**config.mk**
```make
export PLATFORM = sky130hd
export DESIGN_NAME = q4dq_lane
export DESIGN_NICKNAME = d
export VERILOG_FILES = /design/src/q4dq_pkg.sv /design/src/q4dq_lane.sv
export SDC_FILE = /design/constraint.sdc
export NUM_CORES = 2
export LEC_CHECK = 0
export ABC_CLOCK_PERIOD_IN_PS = 9700
export BUFFER_PORTS_ARGS = -buffer_cell sky130_fd_sc_hd__buf_2
export CORE_AREA = 2 2 306 308
export CTS_CLUSTER_SIZE = 10
export DETAILED_ROUTE_END_ITERATION = 10
export DIE_AREA = 0 0 308 310
export GPL_TIMING_DRIVEN = 0
export PLACE_DENSITY = 0.59
export SLEW_MARGIN = 20
export SYNTH_ARGS = -nofsm -noshare
export SYNTH_HDL_FRONTEND = slang
export SYNTH_SLANG_ARGS = --single-unit
```
**constraint.sdc**
```tcl
create_clock -name clk_i -period 9.7 [get_ports clk_i]
set_input_delay 0 -clock clk_i [delete_from_list [all_inputs] [get_ports clk_i]]
set_output_delay 0 -clock clk_i [all_outputs]
set_load 0.01 [all_outputs]
```
**src/q4dq_pkg.sv**
```systemverilog
// ---------------------------------------------------------------------------
// q4dq_pkg
// Shared types and constants for the 4-bit dequantising dot product.
// ---------------------------------------------------------------------------
package q4dq_pkg;

  // field widths
  localparam int unsigned CodeW       = 4;
  localparam int unsigned PackedW     = 2 * CodeW;
  localparam int unsigned EntryW      = 16;
  localparam int unsigned ScaleW      = 16;
  localparam int unsigned WeightW     = EntryW + ScaleW + 1;
  localparam int unsigned SumW        = 64;
  localparam int unsigned ActWidthDef = 16;

  // configuration port
  localparam int unsigned NumTableRegs  = 4;
  localparam int unsigned CfgIdxW       = 3;
  localparam int unsigned CfgDataW      = 64;
  localparam int unsigned EntriesPerReg = CfgDataW / EntryW;
  localparam int unsigned RegSelW       = $clog2(NumTableRegs);
  localparam int unsigned EntrySelW     = $clog2(EntriesPerReg);

  localparam logic [CodeW-1:0] NibbleMask = 4'h0F;

  // code table held in the configuration registers
  typedef logic [NumTableRegs-1:0][CfgDataW-1:0] table_t;

  // per-stage control carried alongside the lanes
  typedef struct packed {
    logic valid;
    logic last;
  } ctrl_t;

  // stage enables handed to each lane
  typedef struct packed {
    logic s1;
    logic s2;
  } stage_en_t;

endpackage

```
**src/q4dq_lane.sv**
```systemverilog
// ---------------------------------------------------------------------------
// q4dq_lane
// One dequantise-and-multiply lane: table lookup times scale, then times
// the activation, one register after each multiplication.
// ---------------------------------------------------------------------------
module q4dq_lane #(
  parameter int unsigned ActWidth = q4dq_pkg::ActWidthDef
) (
  input  logic                                        clk_i,
  input  q4dq_pkg::stage_en_t                         en_i,
  input  q4dq_pkg::table_t                            table_i,
  input  logic [q4dq_pkg::CodeW-1:0]                  code_i,
  input  logic [q4dq_pkg::ScaleW-1:0]                 scale_i,
  input  logic signed [ActWidth-1:0]                  act_i,
  output logic signed [q4dq_pkg::WeightW+ActWidth-1:0] prod_o
);
  import q4dq_pkg::*;

  localparam int unsigned ProdW = WeightW + ActWidth;

  logic [CfgDataW-1:0]       sel_reg;
  logic [EntrySelW-1:0]      entry_sel;
  logic signed [EntryW-1:0]  entry;
  logic signed [ScaleW:0]    scale_s;
  logic signed [WeightW-1:0] weight_d, weight_q;
  logic signed [ActWidth-1:0] act_q;
  logic signed [ProdW-1:0]   prod_d, prod_q;

  // table lookup: upper code bits pick the register, lower bits the entry
  always_comb begin
    sel_reg   = table_i[code_i[CodeW-1 -: RegSelW]];
    entry_sel = code_i[EntrySelW-1:0];
    entry     = sel_reg[EntryW*entry_sel +: EntryW];
    scale_s   = {1'b0, scale_i};
    weight_d  = WeightW'(entry) * WeightW'(scale_s);
  end

  // stage 1: dequantised weight
  always_ff @(posedge clk_i) begin
    if (en_i.s1) begin
      weight_q <= weight_d;
      act_q    <= act_i;
    end
  end

  assign prod_d = ProdW'(weight_q) * ProdW'(act_q);

  // stage 2: weight times activation
  always_ff @(posedge clk_i) begin
    if (en_i.s2) begin
      prod_q <= prod_d;
    end
  end

  assign prod_o = prod_q;

endmodule

```
==> impl_metrics.ini <==
[cts]
clkLatencyLatePin_ns = 0.42
ctsHoldBuffers = 17
clk_pin_slew_ns = 0.08
cts.sink_count = 98
h-tree-depth = 3
cts.repair_timing.setup_buffer_count = 0
root_buffer = sky130_fd_sc_hd__clkbuf_16
cts_max_path_bufs = 2
cts_tree = yes
cts_resized = 0
numCtsBuffers = 9

[synth]
ys_async_sr_fraction = 0
yosysTopAreaCell = sky130_fd_sc_hd__fa_1
count_of_flip_flops_with_a_built_in_enable_after_synthesis = 98
synthCells = 3360
dominantRegCellSynth = sky130_fd_sc_hd__edfxtp_1
synth_top_family_by_area = adder cells
yosys.area_share.simple = 0.138
number_of_distinct_library_cells_after_synthesis = 57
synth_fa_ha_area_frac = 0.528
avgSynthCellArea_um2 = 9.52
ys.warnings.count = 0
synth_compound_area_frac = 0.0450
seq_area_frac_synth = 0.0920
synth-seq-cells = 98
postSynthNetCount = 4587
netlist.area_leader.share = 0.434
synthXorXnorAreaFrac = 0.0219
mux_share_of_post_synthesis_cell_area = 0.0563
synth.cell_area_um2 = 32000
synth_top_cells_by_area = sky130_fd_sc_hd__fa_1, sky130_fd_sc_hd__inv_1, sky130_fd_sc_hd__ha_1

[floorplanning]
floorplan.die.height_um = 310
core-area_um2 = 92500
die_area_um2 = 95500
die_width_um = 308
pin_count = 344
fp-row-count = 112
initial_utilization = 0.346

[sta]
tightest_slew_ns = 0.930
slew_headroom = 0.376
fmax_mhz = 118
finalMaxSlewViolations = 0
tns_ns = 0
fin_worst_skew_ns = 0.0135
period_share = 0.875
grt_setup_unrepaired = no
layout_min_cycle_time_ns = 8.49
report.final.setup_viol = 0
final-hold-violation-count = 0

[placed_design]
gp_routability_congestion = 0.930
dp_hpwl_um = 80000
place.port_buffers = 339

[worst_setup_path]
timing.critical_path.fanout_max = 10
worst_setup_path_start_kind = input pin
worst_setup_path_end_kind = flip-flop
worst_ep_required_time_ns = 9.88
reg2regPathDepth = 24
worst-endpoint-arrival_ns = 8.67
rr_startpoint = act_q[6]
setup.worst_path.class = in -> reg
worst-r2r-setup-slack_ns = 1.72
rr_endpoint = prod_o[46]

[global_routing]
grt_start_max_net_pins = 50
globalRouteTotalUtil = 0.203
first_pass_grt_wire_length_um = 147000
met3_grt_util = 0.0321
antenna_found_initial = 3
groute.layer.met2.usage = 0.346
grt.met1_usage = 0.260
gr-max-usage-layer = met2
grt.overflow.total = 0
first_global_vias = 25600

[layout]
syn_to_final_growth_pct = 11.5
mostFrequentLayoutCell = sky130_fd_sc_hd__inv_1
mostFrequentLayoutCells = sky130_fd_sc_hd__inv_1, sky130_fd_sc_hd__fa_1, sky130_fd_sc_hd__nand2_1, sky130_fd_sc_hd__buf_2, sky130_fd_sc_hd__and2_1
nNetsFinal = 4954
final_core_utilization = 0.385
layout_cell_share_with_drive_strength_beyond_1 = 0.124

[worst_hold_path]
worstHoldPathType = in -> reg
number_of_stages_on_the_worst_hold_path = 1
holdCritStartpoint = en_i[1]
holdPathEnd = weight_q[0]

[drt]
via_per_inst = 4.80
route.final.wire_length_um = 92600
vias = 23700
postRouteAntennaNets = 0
detail_route.drc_violations = 0
drt_iter0_markers = 1278
number_of_optimization_iterations_in_the_first_detailed_route_pass = 7
wl_per_cell_um = 18.8

[job]
number_of_maximum_capacitance_violations = 0

[run_status]
status = finished clean
-- registers in the layout, indices dropped and copies added (netlist names) --
signal / flops
prod_o: 49
weight_q: 33
act_q: 16
-- Yosys cell counts, drive strengths merged (38+ instances only) --
cell type	instances
clkbuf	128
nor2	72
fa	694
mux4	79
nand2	477
xnor2	53
a21o	38
inv	863
and2	300
o21ai	55
ha	238
edfxtp	98
a21oi	69
-- routing by layer --
metal	share of wire	wire, µm
met1	0.42	38900
met2	0.48	44400
met3	0.065	6010
met4	0.036	3350
met5	0	0
-- kinds of logic after synthesis --
family | after synthesis
adder cells (fa/ha/maj) | 932
multiplexers | 81
AO/OA/AOI/OAI | 231
buffers and inverters | 1010
AND/OR/NAND/NOR | 928
XOR/XNOR | 80
flip-flops | 98
-- worst max path at each step --
stage	start	endpoint	slack (ns)
after floorplan	code_i[2]	weight_q[32]	2.30
after global placement	code_i[3]	weight_q[31]	0.79
after detailed placement	code_i[3]	weight_q[31]	0.73
after CTS	code_i[3]	weight_q[31]	1.23
after global routing	code_i[3]	weight_q[31]	0.75
final	code_i[3]	weight_q[31]	1.21
-- stage by stage --
stage,hold slack (ns),setup slack [ns],instance area [µm²],instances
2_1_floorplan,0.0989,2.30,32000,3360
3_5_place_dp,0.180,0.728,35200,4896
6_report,0.132,1.21,35700,4932
5_1_grt,0.153,0.745,35600,4929
3_3_place_gp,0.177,0.785,35200,4896
4_1_cts,0.112,1.23,35600,4929
-- area by class of cell --
| class | count | area [µm²] |
|---|---|---|
| antenna | 3 | 7.51 |
| clock inverter | 7 | 71.3 |
| multi-input combinational | 2252 | 25200 |
| timing repair buffer | 356 | 1870 |
| buffer | 146 | 566 |
| tap | 1197 | 1500 |
| fill | 9384 | 56800 |
| sequential | 98 | 2940 |
| inverter | 864 | 3240 |
| clock buffer | 9 | 225 |
-- worst max-delay path, stage by stage --
cell                       delay (ns)
sky130_fd_sc_hd__clkbuf_1        0.54
sky130_fd_sc_hd__clkbuf_1        0.71
sky130_fd_sc_hd__mux4_2          0.45
sky130_fd_sc_hd__mux4_2          0.60
sky130_fd_sc_hd__clkbuf_1        0.36
sky130_fd_sc_hd__and2_1          0.29
sky130_fd_sc_hd__fa_1            0.50
sky130_fd_sc_hd__inv_1           0.06
sky130_fd_sc_hd__fa_1            0.55
sky130_fd_sc_hd__fa_1            0.46
sky130_fd_sc_hd__fa_1            0.55
sky130_fd_sc_hd__inv_1           0.06
sky130_fd_sc_hd__fa_1            0.47
sky130_fd_sc_hd__inv_1           0.05
sky130_fd_sc_hd__fa_1            0.47
sky130_fd_sc_hd__inv_1           0.04
sky130_fd_sc_hd__ha_1            0.34
sky130_fd_sc_hd__and3_1          0.21
sky130_fd_sc_hd__o21ai_0         0.13
sky130_fd_sc_hd__nor3_1          0.26
sky130_fd_sc_hd__o21ai_0         0.23
sky130_fd_sc_hd__o311ai_1        0.58
sky130_fd_sc_hd__a21oi_1         0.21
sky130_fd_sc_hd__o31ai_1         0.28
sky130_fd_sc_hd__a21oi_1         0.12
sky130_fd_sc_hd__xnor2_1         0.13
Power is not shown: default switching activity piles up to over one toggle a cycle in this logic, so the estimate is an artifact.
