`src/q4dq_pkg.sv`:
```
// ---------------------------------------------------------------------------
// q4dq_pkg
// Shared types and constants for the 4-bit dequantising dot product.
// ---------------------------------------------------------------------------
package q4dq_pkg;

  // field widths
  localparam int unsigned CodeW       = 4;
  localparam int unsigned PackedW     = 2 * CodeW;
  localparam int unsigned EntryW      = 16;
  localparam int unsigned ScaleW      = 16;
  localparam int unsigned WeightW     = EntryW + ScaleW + 1;
  localparam int unsigned SumW        = 64;
  localparam int unsigned ActWidthDef = 16;

  // configuration port
  localparam int unsigned NumTableRegs  = 4;
  localparam int unsigned CfgIdxW       = 3;
  localparam int unsigned CfgDataW      = 64;
  localparam int unsigned EntriesPerReg = CfgDataW / EntryW;
  localparam int unsigned RegSelW       = $clog2(NumTableRegs);
  localparam int unsigned EntrySelW     = $clog2(EntriesPerReg);

  localparam logic [CodeW-1:0] NibbleMask = 4'h0F;

  // code table held in the configuration registers
  typedef logic [NumTableRegs-1:0][CfgDataW-1:0] table_t;

  // per-stage control carried alongside the lanes
  typedef struct packed {
    logic valid;
    logic last;
  } ctrl_t;

  // stage enables handed to each lane
  typedef struct packed {
    logic s1;
    logic s2;
  } stage_en_t;

endpackage

```
`src/q4dq_merge.sv`:
```
// ---------------------------------------------------------------------------
// q4dq_merge
// Merging stage: adds the two lane products, accumulates with 64-bit
// saturation and holds the finished row sum for the output channel.
// ---------------------------------------------------------------------------
module q4dq_merge #(
  parameter int unsigned ActWidth = q4dq_pkg::ActWidthDef
) (
  input  logic                                         clk_i,
  input  logic                                         rst_ni,
  input  logic                                         adv_i,
  input  q4dq_pkg::ctrl_t                              ctrl_i,
  input  logic signed [q4dq_pkg::WeightW+ActWidth-1:0] prod_a_i,
  input  logic signed [q4dq_pkg::WeightW+ActWidth-1:0] prod_b_i,
  output logic                                         out_valid_o,
  output logic signed [q4dq_pkg::SumW-1:0]             sum_o
);
  import q4dq_pkg::*;

  localparam int unsigned ProdW = WeightW + ActWidth;
  localparam int unsigned TermW = ProdW + 1;
  localparam int unsigned ExtW  = ((TermW > SumW) ? TermW : SumW) + 1;

  localparam logic signed [SumW-1:0] SumMax = {1'b0, {(SumW-1){1'b1}}};
  localparam logic signed [SumW-1:0] SumMin = {1'b1, {(SumW-1){1'b0}}};

  logic signed [TermW-1:0] term;
  logic signed [ExtW-1:0]  sum_ext;
  logic [ExtW-SumW:0]      sum_top;
  logic                    fits;
  logic signed [SumW-1:0]  sum_sat;
  logic signed [SumW-1:0]  acc_d, acc_q;
  logic signed [SumW-1:0]  out_d, out_q;
  logic                    out_valid_d, out_valid_q;

  // exact pair sum, then saturating accumulate
  always_comb begin
    term    = TermW'(prod_a_i) + TermW'(prod_b_i);
    sum_ext = ExtW'(acc_q) + ExtW'(term);
    sum_top = sum_ext[ExtW-1:SumW-1];
    fits    = (&sum_top) | ~(|sum_top);
    if (fits) begin
      sum_sat = sum_ext[SumW-1:0];
    end else if (sum_ext[ExtW-1]) begin
      sum_sat = SumMin;
    end else begin
      sum_sat = SumMax;
    end
  end

  // next accumulator and output register values
  always_comb begin
    acc_d       = acc_q;
    out_d       = out_q;
    out_valid_d = out_valid_q;
    if (adv_i) begin
      out_valid_d = ctrl_i.valid & ctrl_i.last;
      if (ctrl_i.valid) begin
        if (ctrl_i.last) begin
          out_d = sum_sat;
          acc_d = '0;
        end else begin
          acc_d = sum_sat;
        end
      end
    end
  end

  // control state
  always_ff @(posedge clk_i or negedge rst_ni) begin
    if (!rst_ni) begin
      acc_q       <= '0;
      out_valid_q <= 1'b0;
    end else begin
      acc_q       <= acc_d;
      out_valid_q <= out_valid_d;
    end
  end

  // result payload
  always_ff @(posedge clk_i) begin
    out_q <= out_d;
  end

  assign out_valid_o = out_valid_q;
  assign sum_o       = out_q;

endmodule

```
`config.mk`:
```
export PLATFORM = sky130hd
export DESIGN_NAME = q4dq_merge
export DESIGN_NICKNAME = d
export VERILOG_FILES = /design/src/q4dq_pkg.sv /design/src/q4dq_merge.sv
export SDC_FILE = /design/constraint.sdc
export NUM_CORES = 1
export LEC_CHECK = 0
export BUFFER_PORTS_ARGS = -buffer_cell sky130_fd_sc_hd__buf_4
export CAP_MARGIN = 20
export CORE_MARGIN = 2
export CORE_UTILIZATION = 35
export CTS_CLUSTER_SIZE = 10
export DETAILED_ROUTE_END_ITERATION = 10
export SLEW_MARGIN = 20
export SYNTH_ARGS = -nofsm -noshare
export SYNTH_HDL_FRONTEND = slang
export SYNTH_SLANG_ARGS = --single-unit
```
`constraint.sdc`:
```
create_clock -name clk_i -period 4.9 [get_ports clk_i]
set_clock_uncertainty 0.15 [all_clocks]
set_input_delay 1.47 -clock clk_i [delete_from_list [all_inputs] [get_ports clk_i]]
set_output_delay 1.47 -clock clk_i [all_outputs]
set_load 0.005 [all_outputs]
```
==> results_dict.tcl <==
set metrics [dict create \
    nets 1677 \
    postPlaceCellArea_sq_mm 0.01401 \
    critPathArrivalTime_ns 5.02 \
    setup_violations 0 \
    tightest_slew_ns 0.9387 \
    hold_class "register to register" \
    grt_first_pass_wirelength_mm 54.54 \
    clk_path_buf_depth 2 \
    avgViaCountPerCell 5.244 \
    diodes 0 \
    syn_nets 1275 \
    core-area_sq_mm 0.02940 \
    drive_above_1_share_pct 36.74 \
    powerDensity_mw_per_mm2 890.5 \
    synth-edff-count 64 \
    min_period_ns 4.865 \
    fin_cells 1849 \
    critPathKind "primary input to register" \
    antenna_found_initial 0 \
    hold_slack_ns 0.3437 \
    maxCapViolations 0 \
    utilization_pct 51.04 \
    critPathSlowestCell "fa_1" \
    clk_pin_slew_ns 0.06 \
    numCtsBuffers 17 \
    drt.antenna.violating_nets 0 \
    critPathMaxStageDelay_ns 0.49 \
    synthTopCellsByArea "edfxtp_1, dfrtp_1, fa_1" \
    yosys.cell_types.count 64 \
    tritoncts "built" \
    hpwl_mm 26.01 \
    startpoint_type "primary input" \
    hold_path_startpoint "acc_q[0]$_DFFE_PN0P_" \
    grtUsageTotal_pct 22.67 \
    drcViolationCount 0 \
    synthCells 1044 \
    die_w_um 176.3 \
    slew_headroom_pct 37.27 \
    path_cells "buf_6, fa_1, ha_2, fa_2, a21o_1, a221o_1, a211oi_4, nor4_4, a211oi_4, a211o_1, buf_4, and4_4, nor3_2, o21a_4, a221o_1" \
    vias 9696 \
    ir_drop_uv 391.8 \
    path_delay_family "compound AO/OA/AOI/OAI gates" \
    start_util_pct 35.35 \
    synth_commonest_cells "nand2_1, a21oi_1, nand3_1" \
    critPathRequiredTime_ns 5.06 \
    ioPinCount 168 \
    area_growth_pct 44.41 \
    finalInstanceArea_sq_mm 0.01501 \
    drv_slew 0 \
    cp-end-kind "register" \
    syn_area_per_cell_sq_um 9.954 \
    placed_cells_incl_taps 1807 \
    synth-async-reset-ratio_pct 50.39 \
    clock-sinks 129 \
    cts_root_buf "clkbuf_16" \
    ys_ff_latch 129 \
    startpoint "prod_a_i[1]" \
    fmax_ghz 0.2056 \
    totalWireLength_mm 34.55 \
    cts-htree-levels 4 \
    yosys.cell_count.top_type "nand2_1" \
    finalCritPeriodShare_pct 99.28 \
    synth_ff_type "dfrtp_1" \
    outcome "complete, no violations" \
    fillCellCount 2648 \
    yosysSeqAreaShare_pct 34.14 \
    grt_pass1_vias 10130 \
    cellLeakagePower_uw 0.006924 \
    critical_path_buf_inv_count 2 \
    die_y_um 176.3 \
    netlist.area_leader.share_pct 18.49 \
    hold_viol 0 \
    r2r_start "acc_q[1]$_DFFE_PN0P_" \
    yosys_warnings 0 \
    grt_max_degree 66 \
    rsz0062_at_grt "yes" \
    p_total_uw 13370 \
    critical_path_peak_fanout 9 \
    portBuffers 167 \
    synth_area_sq_mm 0.01039 \
    drt_iter0_markers 690 \
    yosys.area.top_type "edfxtp_1" \
    clk_latency_ns 0.43 \
    wl_per_cell_um 18.69 \
    die_area_sq_mm 0.03109 \
    row_count 63 \
    drt_pre_antenna_iters 5 \
    gp_congestion 0.9236 \
    gr-total-overflow 0 \
]
## kinds of logic (layout without fill, tap and decap cells)
kind of cell / count (synthesis) / after routing / share of synthesized area (%)
AOI/OAI and AO/OA: 287 / 287 / 18.38
adders and majority gates: 180 / 180 / 25.11
DFF: 129 / 129 / 34.14
xor gates and xnor gates: 60 / 60 / 5.057
and+or+nand+nor: 302 / 302 / 13.80
muxes: 1 / 1 / 0.09632
buffers and inverters: 85 / 500 / 3.407
## layer usage
layer	track usage [%]	share of wire, %	vias to the layer above
met4	6.887	2.0	0
met3	4.048	6.1	49
met2	35.56	45	325
met5	0	0	-
li1	-	-	4646
met1	31.97	47	4676
## power by group
group	internal, uW	switching, uW	total, uW
logic	4910	5100	10000
registers	1860	218	2070
clock network	747	531	1280
total	7520	5850	13400
## sequential cells by signal (all words and copies together), names as in the netlist
signal       flops
acc_q           64
sum_o           64
out_valid_o      1
## final cells by class
type                            count  area, sq um  area share [%]
Multi-Input combinational cell    830         6818           45.43
Clock inverter                     10        112.6          0.7503
Sequential cell                   129         3548           23.64
Clock buffer                       22        444.2           2.960
Inverter                           25        93.84          0.6253
Tap cell                          390        488.0           3.251
Timing Repair Buffer              443         3503           23.34
## worst register-to-register path: stages, from the launching register on
cell and delay, ns:
dfrtp_1 0.40, fa_1 0.46, ha_2 0.20, fa_2 0.35
a21o_1 0.19, a221o_1 0.35, a211oi_4 0.31, nor4_4 0.08
a211oi_4 0.31, a211o_1 0.19, buf_4 0.10, and4_4 0.27
nor3_2 0.07, o21a_4 0.25, a221o_1 0.31
## timing repair
| action | 4_1_cts | 5_1_grt |
|---|---|---|
| setup endpoints to repair | 84 | 126 |
| buffers inserted | 2 | 6 |
| pin swaps | 5 | 18 |
| resized for setup | 11 | 69 |
| hold buffers | 0 | 0 |
| gates cloned | 1 | 1 |
## path summary, 6_finish.rpt
kind                                          to  slack, ns  depth (start not counted)
max                        acc_q[49]$_DFFE_PN0P_       0.04                         15
min                         acc_q[0]$_DFFE_PN0P_       0.34                          2
max reg2reg                acc_q[49]$_DFFE_PN0P_       0.80                         14
min reg2reg                 acc_q[0]$_DFFE_PN0P_       0.34                          2
max in group asynchronous  acc_q[17]$_DFFE_PN0P_       3.17                          2
min in group asynchronous  acc_q[56]$_DFFE_PN0P_       0.83                          1
## per-stage QoR
stage | setup WS, ns | TNS (ns)
after floorplan | -0.1815 | -9.205
after global placement | -0.5220 | -44.90
after detailed placement | -0.5801 | -54.05
after CTS | 0.007234 | 0
after global routing | -0.1091 | -5.271
final | 0.03543 | 0
## layout by cell type, fill, tap and decap left out, types with 36 or more instances in the layout
cell type / synthesis / routed
edfxtp_1: 64 / 64
buf_4: 0 / 422
nand3_1: 81 / 70
a21o_1: 40 / 40
nand2_1: 109 / 105
a21oi_1: 84 / 81
dfrtp_1: 65 / 65
maj3_1: 52 / 51
ha_1: 63 / 59
nor2_1: 42 / 36
fa_1: 65 / 64
Note: power is estimated with default switching activity, not from simulation.
